$ cat config.mk
export PLATFORM = sky130hd
export DESIGN_NAME = bounded_set_table
export DESIGN_NICKNAME = d
export VERILOG_FILES = /design/src/rtl/bst_pkg.sv /design/src/rtl/bst_ctrl.sv /design/src/rtl/bst_dp.sv /design/src/rtl/bounded_set_table.sv
export VERILOG_INCLUDE_DIRS = /design/src /design/src/rtl
export SDC_FILE = /design/constraint.sdc
export NUM_CORES = 2
export LEC_CHECK = 0
export BUFFER_PORTS_ARGS = -buffer_cell sky130_fd_sc_hd__buf_2
export CORE_ASPECT_RATIO = 1.25
export CORE_MARGIN = 1.5
export CORE_UTILIZATION = 65
export DETAILED_ROUTE_END_ITERATION = 12
export GPL_ROUTABILITY_DRIVEN = 0
export GPL_TIMING_DRIVEN = 0
export MAX_ROUTING_LAYER = met4
export PLACE_DENSITY = 0.81
export SETUP_SLACK_MARGIN = 0.2
export SYNTH_ARGS = -nofsm -noshare
export SYNTH_HDL_FRONTEND = slang
export SYNTH_SLANG_ARGS = --single-unit
$ cat constraint.sdc
create_clock -name clk -period 8.25 [get_ports clk]
set_clock_uncertainty 0.15 [all_clocks]
set_input_delay 1.65 -clock clk [delete_from_list [all_inputs] [get_ports clk]]
set_output_delay 1.65 -clock clk [all_outputs]
set_load 0.01 [all_outputs]
$ cat src/rtl/bounded_set_table_assert.svh
// Assertion macros for the bounded set table.
// All checks are sampled on clk and disabled while rst_n is low.
`ifndef BOUNDED_SET_TABLE_ASSERT_SVH
`define BOUNDED_SET_TABLE_ASSERT_SVH

// Same-cycle implication.
`define BST_ASSERT_NOW(lbl, ante, cons) \
  lbl: assert property (@(posedge clk) disable iff (!rst_n) (ante) |-> (cons)) \
    else $error("bounded_set_table: same-cycle check failed");

// Next-cycle implication.
`define BST_ASSERT_NEXT(lbl, ante, cons) \
  lbl: assert property (@(posedge clk) disable iff (!rst_n) (ante) |=> (cons)) \
    else $error("bounded_set_table: next-cycle check failed");

`endif

$ cat src/rtl/bst_pkg.sv
`default_nettype none

package bst_pkg;

  localparam int CAPACITY = 64;
  localparam int DATA_W   = 32;
  localparam int REQ_W    = 2;
  localparam int ST_W     = 2;
  localparam int COUNT_W  = 7;
  localparam int CNT_W    = $clog2(CAPACITY + 1);
  localparam int ADDR_W   = $clog2(CAPACITY);
  localparam int OUT_TDATA_W = 16;

  localparam logic [REQ_W-1:0] REQ_INSERT = 2'd0;
  localparam logic [REQ_W-1:0] REQ_REMOVE = 2'd1;
  localparam logic [REQ_W-1:0] REQ_LOOKUP = 2'd2;

  localparam logic [ST_W-1:0] ST_OK     = 2'd0;
  localparam logic [ST_W-1:0] ST_FULL   = 2'd1;
  localparam logic [ST_W-1:0] ST_ABSENT = 2'd2;

  // controller -> datapath
  typedef struct packed {
    logic load;
    logic scan;
    logic append;
    logic shift;
    logic emit;
  } bst_cmd_t;

  // datapath -> controller
  typedef struct packed {
    logic scan_done;
    logic match;
    logic shift_done;
    logic is_insert;
    logic is_remove;
  } bst_sts_t;

endpackage

`default_nettype wire

$ cat src/rtl/bst_ctrl.sv
`default_nettype none

module bst_ctrl
  import bst_pkg::*;
(
  input  wire logic     clk,
  input  wire logic     rst_n,
  input  wire logic     in_tvalid,
  output logic          in_tready,
  output logic          out_tvalid,
  input  wire logic     out_tready,
  input  wire bst_sts_t sts,
  output bst_cmd_t      cmd
);

  typedef enum logic [2:0] {
    S_IDLE,
    S_SCAN,
    S_APPEND,
    S_SHIFT,
    S_DONE
  } state_t;

  state_t state_r;
  logic   out_valid_r;
  logic   slot_free;

  assign slot_free  = !out_valid_r || out_tready;
  assign in_tready  = (state_r == S_IDLE);
  assign out_tvalid = out_valid_r;

  always_comb begin
    cmd        = '0;
    cmd.load   = (state_r == S_IDLE) && in_tvalid;
    cmd.scan   = (state_r == S_SCAN);
    cmd.append = (state_r == S_APPEND);
    cmd.shift  = (state_r == S_SHIFT);
    cmd.emit   = (state_r == S_DONE) && slot_free;
  end

  always_ff @(posedge clk) begin
    if (!rst_n) begin
      state_r     <= S_IDLE;
      out_valid_r <= 1'b0;
    end else begin
      // a new result replaces the one leaving this edge
      if ((state_r == S_DONE) && slot_free) begin
        out_valid_r <= 1'b1;
      end else if (out_tready) begin
        out_valid_r <= 1'b0;
      end
      case (state_r)
        S_IDLE: begin
          if (in_tvalid) begin
            state_r <= S_SCAN;
          end
        end
        S_SCAN: begin
          if (sts.scan_done) begin
            if (sts.is_insert) begin
              state_r <= S_APPEND;
            end else if (sts.is_remove && sts.match) begin
              state_r <= S_SHIFT;
            end else begin
              state_r <= S_DONE;
            end
          end
        end
        S_APPEND: begin
          state_r <= S_DONE;
        end
        S_SHIFT: begin
          if (sts.shift_done) begin
            state_r <= S_DONE;
          end
        end
        S_DONE: begin
          if (slot_free) begin
            state_r <= S_IDLE;
          end
        end
        default: begin
          state_r <= S_IDLE;
        end
      endcase
    end
  end

endmodule

`default_nettype wire

$ cat src/rtl/bst_dp.sv
`default_nettype none

`include "bounded_set_table_assert.svh"

module bst_dp
  import bst_pkg::*;
(
  input  wire logic              clk,
  input  wire logic              rst_n,
  input  wire bst_cmd_t          cmd,
  output bst_sts_t               sts,
  input  wire logic [REQ_W-1:0]  in_req_type,
  input  wire logic [DATA_W-1:0] in_value,
  output logic                   out_found,
  output logic [ST_W-1:0]        out_status,
  output logic [COUNT_W-1:0]     out_count
);

  logic [DATA_W-1:0] mem [CAPACITY];

  logic [DATA_W-1:0] val_r;
  logic [DATA_W-1:0] rdata_r;
  logic [REQ_W-1:0]  kind_r;
  logic [CNT_W-1:0]  fill_r;
  logic [CNT_W-1:0]  idx_r;
  logic [ADDR_W-1:0] wptr_r;
  logic              pend_r;
  logic              hit_r;
  logic [ST_W-1:0]   stat_r;

  logic              match;
  logic              more;
  logic              room;
  logic              rd_en;
  logic              wr_en;
  logic [ADDR_W-1:0] wr_addr;
  logic [DATA_W-1:0] wr_data;

  // pend_r marks that rdata_r holds the entry just below idx_r
  assign match = pend_r && (rdata_r == val_r);
  assign more  = idx_r < fill_r;
  assign room  = fill_r < CNT_W'(CAPACITY);

  assign rd_en   = (cmd.scan && !match && more) || (cmd.shift && more);
  assign wr_en   = (cmd.append && room) || (cmd.shift && pend_r);
  assign wr_addr = cmd.append ? fill_r[ADDR_W-1:0] : wptr_r;
  assign wr_data = cmd.append ? val_r : rdata_r;

  always_comb begin
    sts            = '0;
    sts.scan_done  = match || !more;
    sts.match      = match;
    sts.shift_done = !more && !pend_r;
    sts.is_insert  = (kind_r == REQ_INSERT);
    sts.is_remove  = (kind_r == REQ_REMOVE);
  end

  always_ff @(posedge clk) begin
    if (wr_en) begin
      mem[wr_addr] <= wr_data;
    end
    if (rd_en) begin
      rdata_r <= mem[idx_r[ADDR_W-1:0]];
    end
  end

  always_ff @(posedge clk) begin
    if (!rst_n) begin
      fill_r <= '0;
      pend_r <= 1'b0;
    end else begin
      if (cmd.load) begin
        val_r  <= in_value;
        kind_r <= in_req_type;
        idx_r  <= '0;
        pend_r <= 1'b0;
        hit_r  <= 1'b0;
        stat_r <= ST_OK;
      end
      if (cmd.scan) begin
        if (match) begin
          // idx_r already points one past the hit: shift starts from there
          hit_r  <= 1'b1;
          wptr_r <= ADDR_W'(idx_r - CNT_W'(1));
          pend_r <= 1'b0;
        end else if (more) begin
          idx_r  <= idx_r + CNT_W'(1);
          pend_r <= 1'b1;
        end else begin
          pend_r <= 1'b0;
          if (kind_r == REQ_REMOVE) begin
            stat_r <= ST_ABSENT;
          end
        end
      end
      if (cmd.append) begin
        if (room) begin
          fill_r <= fill_r + CNT_W'(1);
        end else begin
          stat_r <= ST_FULL;
        end
      end
      if (cmd.shift) begin
        if (pend_r) begin
          wptr_r <= wptr_r + ADDR_W'(1);
        end
        if (more) begin
          idx_r  <= idx_r + CNT_W'(1);
          pend_r <= 1'b1;
        end else begin
          pend_r <= 1'b0;
          if (!pend_r) begin
            fill_r <= fill_r - CNT_W'(1);
          end
        end
      end
      if (cmd.emit) begin
        out_found  <= hit_r;
        out_status <= stat_r;
        out_count  <= COUNT_W'(fill_r);
      end
    end
  end

  `BST_ASSERT_NOW(a_fill_bound, 1'b1, fill_r <= CNT_W'(CAPACITY))
  `BST_ASSERT_NOW(a_idx_bound, cmd.scan || cmd.shift, idx_r <= fill_r)
  `BST_ASSERT_NEXT(a_append_grows, cmd.append && room, fill_r == $past(fill_r) + CNT_W'(1))
  `BST_ASSERT_NEXT(a_remove_shrinks, cmd.shift && !more && !pend_r,
                   fill_r == $past(fill_r) - CNT_W'(1))

endmodule

`default_nettype wire

$ cat src/rtl/bounded_set_table.sv
// Bounded set table: up to CAPACITY (64) signed 32-bit values kept compact
// in insertion order, with a fill count.
// Input channel (in_*): in_tuser carries the request kind (insert, remove,
//   lookup; code three acts as lookup), in_tdata the 32-bit value.
// Result channel (out_*): one item per request with found (value present
//   before the request), status (ok / full on insert / absent on remove)
//   and the count after the request.
// Timing: a request is taken only while the table is idle. The scan reads
//   one stored entry per cycle from a memory with a registered read port and
//   stops at the first hit. A lookup only scans; an insert scans, then appends;
//   a remove that hits scans to the hit, then moves each later entry down one
//   per cycle.
// The result sits in an output register, so the next request is taken while
//   the previous result still waits; if the receiver stalls, the finished
//   request waits in its last step until the register frees up.
// Reset (rst_n low, synchronous) empties the table and drops any pending
//   result; the entry memory is not cleared, only positions below the count
//   are ever read.
`default_nettype none

module bounded_set_table
  import bst_pkg::*;
(
  input  wire logic                   clk,
  input  wire logic                   rst_n,
  input  wire logic                   in_tvalid,
  output logic                        in_tready,
  input  wire logic [DATA_W-1:0]      in_tdata,   // [31:0] value
  input  wire logic [REQ_W-1:0]       in_tuser,   // [1:0] req_type
  output logic                        out_tvalid,
  input  wire logic                   out_tready,
  output logic [OUT_TDATA_W-1:0]      out_tdata   // [0] found, [2:1] status,
                                                  // [9:3] count, rest zero
);

  bst_cmd_t           cmd;
  bst_sts_t           sts;
  logic               found;
  logic [ST_W-1:0]    status;
  logic [COUNT_W-1:0] count;

  bst_ctrl u_ctrl (
    .clk        (clk),
    .rst_n      (rst_n),
    .in_tvalid  (in_tvalid),
    .in_tready  (in_tready),
    .out_tvalid (out_tvalid),
    .out_tready (out_tready),
    .sts        (sts),
    .cmd        (cmd)
  );

  bst_dp u_dp (
    .clk         (clk),
    .rst_n       (rst_n),
    .cmd         (cmd),
    .sts         (sts),
    .in_req_type (in_tuser),
    .in_value    (in_tdata),
    .out_found   (found),
    .out_status  (status),
    .out_count   (count)
  );

  assign out_tdata = {{(OUT_TDATA_W - COUNT_W - ST_W - 1){1'b0}}, count, status, found};

endmodule

`default_nettype wire

Yosys cells after proc, flatten, opt, wreduce, memory -nomap -nowiden
Memories as Yosys holds them, arrays and structs flattened. A register that Yosys moved wholly into a read port is not among the register bits. Index checks and enable logic that the tools add are counted.

Add/subtract/negate cells: 5. $lt $le $gt $ge: 2. Equal/unequal tests: 10. Muxes and demuxes: 43. Reductions and logical operators: 25.

Operators with widths (number): 7-bit 2-to-1 mux (11); 32-bit equality test (1); 32-bit 2-to-1 mux (1); 6-bit 2-to-1 mux (5); 3-bit 2-to-1 mux (6); 3-bit one-hot mux with 5 select lines (1); 7-bit by 1-bit adder with 7-bit output (second input constant) (2); 2-bit 2-to-1 mux (7); 1-bit 2-to-1 mux (12); 1-bit logical AND (10); 7-bit less-than comparator (1); 7-bit less-than comparator (second input constant) (1); 7-bit by 1-bit subtractor with 7-bit output (second input constant) (1); 6-bit by 1-bit adder with 6-bit output (second input constant) (1); 3-bit by 2-bit equality test with 1-bit output (second input constant) (2); 2-bit != test (second input constant) (3); 6-bit by 1-bit subtractor with 6-bit output (second input constant) (1); 1-bit zero test (4); 1-bit logical OR (4); 2-bit AND reduction (2); 4-bit AND reduction (1); 3-bit by 1-bit equality test with 1-bit output (second input constant) (1); 3-bit equality test (second input constant) (1); 3-bit zero test (1); 5 further kinds (5).

Register bits after elaboration: 72. Memory bits (writable): 2048. Bits of input ports: 38. Output and inout port bits: 18. Word-level logic and storage cells: 99. Memories: 1.

Memories: u_dp.mem (depth 64, bits a word 32, read ports 1, clocked after Yosys merged registers in 1, wr ports 1, RTL line bst_dp.sv:19) `logic [DATA_W-1:0] mem [CAPACITY];`.

Logic depth before layout (Yosys ltp)
Word-level depth: 9. Gate-level depth with buffers: 12. Depth with buffers taken out: 8.

By module
A second synthesis with hierarchy kept.

Cell total of the unflattened synthesis: 3396. Area total of the unflattened synthesis: 82873.2 µm².

Modules (own cells, without submodules): bst_dp (instances 1, cells each 3353, area each 82536.7 µm², sequential area each 64421.8 µm²); bst_ctrl (instances 1, cells each 35, area each 280.3 µm², sequential area each 80.1 µm²); bounded_set_table (instances 1, cells each 8, area each 56.3 µm², sequential area each 0.0 µm²).

Worst setup path before layout
Ideal clock, no wire load.

Path type: flip-flop to flip-flop. From: reg u_ctrl.state_r[2]. To: mem u_dp.mem[0][22], data pin. Setup time: 702 ps. Arrival time: 3657 ps. Required time: 7398 ps. Path slack: 3741 ps. Cell stages (with the launch flop): 6. Buffers on the path: 3. Clock period less this slack: 4509 ps. Cell sequence: dfxtp_1 > clkbuf_1 > nor3b_2 > clkbuf_1 > clkbuf_1 > o21ai_0.

Word-level cells in the longest chain between the ends: 2.

Ends and longest elaborated chain: from (decl) (RTL line bst_ctrl.sv:24) `state_t state_r;`; from (signal assigned) (RTL line bst_ctrl.sv:43) `state_r <= S_IDLE;`; from (signal assigned) (RTL line bst_ctrl.sv:55) `state_r <= S_SCAN;`; from (signal assigned) (RTL line bst_ctrl.sv:61) `state_r <= S_APPEND;`; 3-bit by 2-bit equality test with 1-bit output (RTL line bst_ctrl.sv:36) `cmd.append = (state_r == S_APPEND);`; 32-bit 2-to-1 mux (RTL line bst_dp.sv:47) `assign wr_data = cmd.append ? val_r : rdata_r;`; via u_dp.wr_data[22] (RTL line bst_dp.sv:37) `logic [DATA_W-1:0] wr_data;`; to (decl) (RTL line bst_dp.sv:19).

The timed path passes the listed nets, and every way through them passes these cells.

Final worst setup path
From: reg u_dp.val_r[14]. To: reg u_ctrl.state_r[0].

Word-level cells in the longest chain between the ends: 7. Elaborated cells on any way between the ends: 10. Classes of those cells: eq/ne (2); mux (4); reduce/logical (4).

Ends and longest elaborated chain: from (decl) (RTL line bst_dp.sv:21) `logic [DATA_W-1:0] val_r;`; from (signal assigned) (RTL line bst_dp.sv:73) `val_r <= in_value;`; 32-bit equality test * (RTL line bst_dp.sv:40) `assign match = pend_r && (rdata_r == val_r);`; 1-bit logical AND * (RTL line bst_dp.sv:40); 1-bit logical AND (RTL line bst_ctrl.sv:62) `end else if (sts.is_remove && sts.match) begin`; 3-bit 2-to-1 mux (RTL line bst_ctrl.sv:62); 3-bit 2-to-1 mux (RTL line bst_ctrl.sv:60) `if (sts.is_insert) begin`; 3-bit 2-to-1 mux (RTL line bst_ctrl.sv:59) `if (sts.scan_done) begin`; 3-bit one-hot mux with 5 select lines (RTL line bst_ctrl.sv:52) `case (state_r)`; to (signal assigned) (RTL line bst_ctrl.sv:55); to (signal assigned) (RTL line bst_ctrl.sv:61); to (signal assigned) (RTL line bst_ctrl.sv:63) `state_r <= S_SHIFT;`.

Mark *: on every way between the ends. The rest lies on a longest branch, timed or not. The select of a mux whose other input is x is not followed. A chain may end at the register's enable or synchronous reset.

==> load_flow_metrics.sql <==
INSERT INTO impl_metrics (metric_group, metric, value, unit) VALUES
('cells_and_area', 'multi_input_comb_area', '17900', 'µm²'),
('job', 'maxCapViolations', '4', ''),
('placement', 'port-buffer-count', '49', ''),
('setup_path', 'cp_cell_sequence', 'xnor2_1 -> nand4_1 -> nor4_2 -> nand4_1 -> and2_1 -> buf_2 -> o311a_1', ''),
('setup_path', 'regToRegSetupSlack', '2.85', 'ns'),
('floorplan', 'die_height', '403', 'µm'),
('yosys', 'synth_seq_cells', '2152', ''),
('drt', 'ant_nets', '0', ''),
('setup_path', 'critical-path-top-cell-by-count', 'nand4_1', ''),
('min_path', 'hp-start', 'u_dp.stat_r[1]$_DFFE_PP_', ''),
('cts', 'cts-resized-gates', '0', ''),
('cts', 'deepest_level_of_the_cts_h_tree', '4', ''),
('timing', 'slew_headroom', '-0.0950', ''),
('global_route', 'number_of_antenna_violations_at_the_first_check_in_global_routing', '14', ''),
('pwr', 'share_seq_of_total_power', '0.513', ''),
('setup_path', 'required', '8.81', 'ns'),
('cells_and_area', 'layoutNonFillerInstCount', '5967', ''),
('cts', 'clk_latency', '0.85', 'ns'),
('cells_and_area', 'final_core_utilization', '0.740', ''),
('timing', 'period_needed', '5.40', 'ns'),
('yosys', 'ys_flop_type', 'edfxtp_1', ''),
('floorplan', 'die_w', '323', 'µm'),
('setup_path', 'worst_setup_path_end_kind', 'flip-flop', ''),
('pwr', 'p_switching', '5.81', 'mW'),
('drt', 'route.vias.total', '47200', ''),
('setup_path', 'worstSetupPathType', 'reg2reg', ''),
('cts', 'ctsHoldBuffers', '0', ''),
('pwr', 'power.static_leakage', '29.3', 'nW'),
('setup_path', 'crit_cells', '7', ''),
('setup_path', 'critical_path.n_buffers_inverters', '1', ''),
('drt', 'finalWirelength', '263', 'mm'),
('global_route', 'grt_pass1_vias', '46500', ''),
('global_route', 'grt_usage', '0.424', ''),
('timing', 'hold_viol', '0', ''),
('outcome', 'run_status', 'finished, violations left', ''),
('timing', 'rsz0062_at_grt', 'no', ''),
('pwr', 'power_switching_share', '0.244', ''),
('cts', 'post-cts-setup-buffers', '0', ''),
('yosys', 'async_flop_share', '0', ''),
('floorplan', 'initial_core_util', '0.655', ''),
('global_route', 'wire_length_of_the_first_global_routing_pass', '360', 'mm'),
('cts', 'cts_tree', 'built', ''),
('cells_and_area', 'drive_gt1_frac', '0.264', ''),
('drt', 'routed_wire_length_per_instance', '44.1', 'µm'),
('timing', 'max_freq', '185', 'MHz'),
('cts', 'clock_path_buffers', '3', ''),
('min_path', 'worstHoldEndpoint', 'u_dp.out_status[1]$_DFFE_PP_', ''),
('cells_and_area', 'final_cell_mix', 'edfxtp_1, mux4_2, clkbuf_16, mux2i_1', ''),
('pwr', 'ir_drop', '0.260', 'mV'),
('placement', 'placed_area', '87600', 'µm²'),
('outcome', 'failed_checks', 'max-capacitance violations, max-slew violations', ''),
('yosys', 'mappedNetlistArea', '83100', 'µm²'),
('floorplan', 'die_area', '130000', 'µm²'),
('global_route', 'maximum_number_of_pins_on_one_net_before_global_route_repair', '65', ''),
('yosys', 'synth_largest_area_cell', 'edfxtp_1', ''),
('yosys', 'synth_largest_type_area_fraction', '0.774', ''),
('setup_path', 'regToRegEndpoint', 'u_ctrl.state_r[0]$_SDFFE_PN0P_', ''),
('setup_path', 'ff2ff_path_depth', '7', ''),
('cells_and_area', 'layout.filler_cells', '6203', ''),
('cts', 'total_cts_buffers', '188', ''),
('pwr', 'powerDensity', '254', 'nW/µm²'),
('timing', 'finalSetupViolations', '0', ''),
('yosys', 'synth_cell_type_count', '63', ''),
('drt', 'detailedRoute.firstPassIterationCount', '13', ''),
('setup_path', 'worstPathMaxFanout', '36', ''),
('floorplan', 'core', '127000', 'µm²'),
('floorplan', 'floorplan.rows', '146', ''),
('timing', 'report.final.slew_viol_count', '34', ''),
('setup_path', 'crit_path_max_incr_delay', '1.17', 'ns'),
('pwr', 'combinationalPowerShare', '0.107', ''),
('min_path', 'worstHoldPathType', 'reg2reg', '');
==> metrics by stage <==
| step | power, mW | setup slack, ns |
|---|---|---|
| after global routing | 24.1 | 3.08 |
| final | 23.8 | 2.85 |
| after global placement | 14.7 | -0.0956 |
| after CTS | 23.6 | 3.76 |
| after floorplan | 13.9 | 3.74 |
| after detailed placement | 14.8 | 3.98 |
==> cell usage after synthesis, types with 5 or more instances <==
library cell	n
a32oi_1	17
o221ai_1	60
o22ai_1	22
mux4_2	496
nand2b_1	8
a221oi_1	37
a31oi_1	5
mux2i_1	153
ha_1	11
a211oi_1	7
buf_4	34
nand4_1	13
buf_1	17
o21ai_1	15
edfxtp_1	2140
nor2b_1	5
mux2_2	30
a22oi_1	27
a22o_1	28
dfxtp_1	12
o21ai_0	34
a21oi_1	55
nor2_1	100
inv_1	22
buf_6	20
nor4_1	7
clkbuf_1	81
o211ai_1	7
nor3_1	26
nand3_1	26
buf_2	55
nand2_1	113
xnor2_1	30
==> final cells by class <==
type,count,share of cell area
flip-flops and latches,2152,0.687
repair buffers,125,0.0201
multi-input cells,1387,0.191
inverters,24,0.000960
diodes,19,0.000507
clock inverters,123,0.0125
well taps,1702,0.0227
plain buffers,208,0.0122
clock buffers,227,0.0531
==> worst max-delay path by stage <==
stage,from,endpoint
after floorplan,u_ctrl.state_r[2]$_SDFFE_PN0P_,u_dp.mem[0][22]$_DFFE_PP_
after global placement,u_ctrl.state_r[2]$_SDFFE_PN0P_,u_dp.mem[2][22]$_DFFE_PP_
after detailed placement,u_ctrl.state_r[2]$_SDFFE_PN0P_,u_dp.mem[13][27]$_DFFE_PP_
after CTS,u_ctrl.state_r[2]$_SDFFE_PN0P_,u_dp.mem[60][21]$_DFFE_PP_
after global routing,u_dp.val_r[14]$_DFFE_PP_,u_ctrl.state_r[0]$_SDFFE_PN0P_
final,u_dp.val_r[14]$_DFFE_PP_,u_ctrl.state_r[0]$_SDFFE_PN0P_
==> routing by layer <==
metal,vias to the layer above,track usage,part of all wire
met1,23400,0.485,0.29
met4,0,0.298,0.091
met3,1528,0.166,0.17
met5,-,-,0
li1,16600,-,-
met2,5647,0.615,0.45
==> state kept, by name, indices dropped and copies added, names as in the netlist <==
name	flops
u_dp.mem	2048
u_dp.fill_r	7
u_dp.out_status	2
u_ctrl.state_r	3
u_dp.wptr_r	6
u_dp.out_found	1
u_dp.kind_r	2
u_dp.idx_r	7
u_dp.out_count	7
u_dp.stat_r	2
u_dp.hit_r	1
u_ctrl.out_tvalid	1
u_dp.val_r	32
u_dp.rdata_r	32
u_dp.pend_r	1
==> cell families (layout without fill, tap and decap cells) <==
family                     count (synthesis)  in the layout  synth area share
AOI/OAI and AO/OA                        336            336            0.0293
other                                      1             25         0.0000451
xor gates and xnor gates                  34             34           0.00358
and+or+nand+nor                          321            321            0.0172
muxes                                    679            679             0.157
DFF                                     2152           2152             0.776
adders and majority gates                 11             11           0.00166
buffers and inverters                    232            707            0.0148
==> power groups by stage <==
stage	combinational (mW)	sequential [mW]	clock (mW)
global placement	2.24	12.4	0
floorplan	1.45	12.4	0
global route	2.54	12.2	9.35
CTS	2.41	12.2	8.97
detailed placement	2.33	12.4	0
finish	2.55	12.2	9.04
Power figures use the tool's default switching activity.
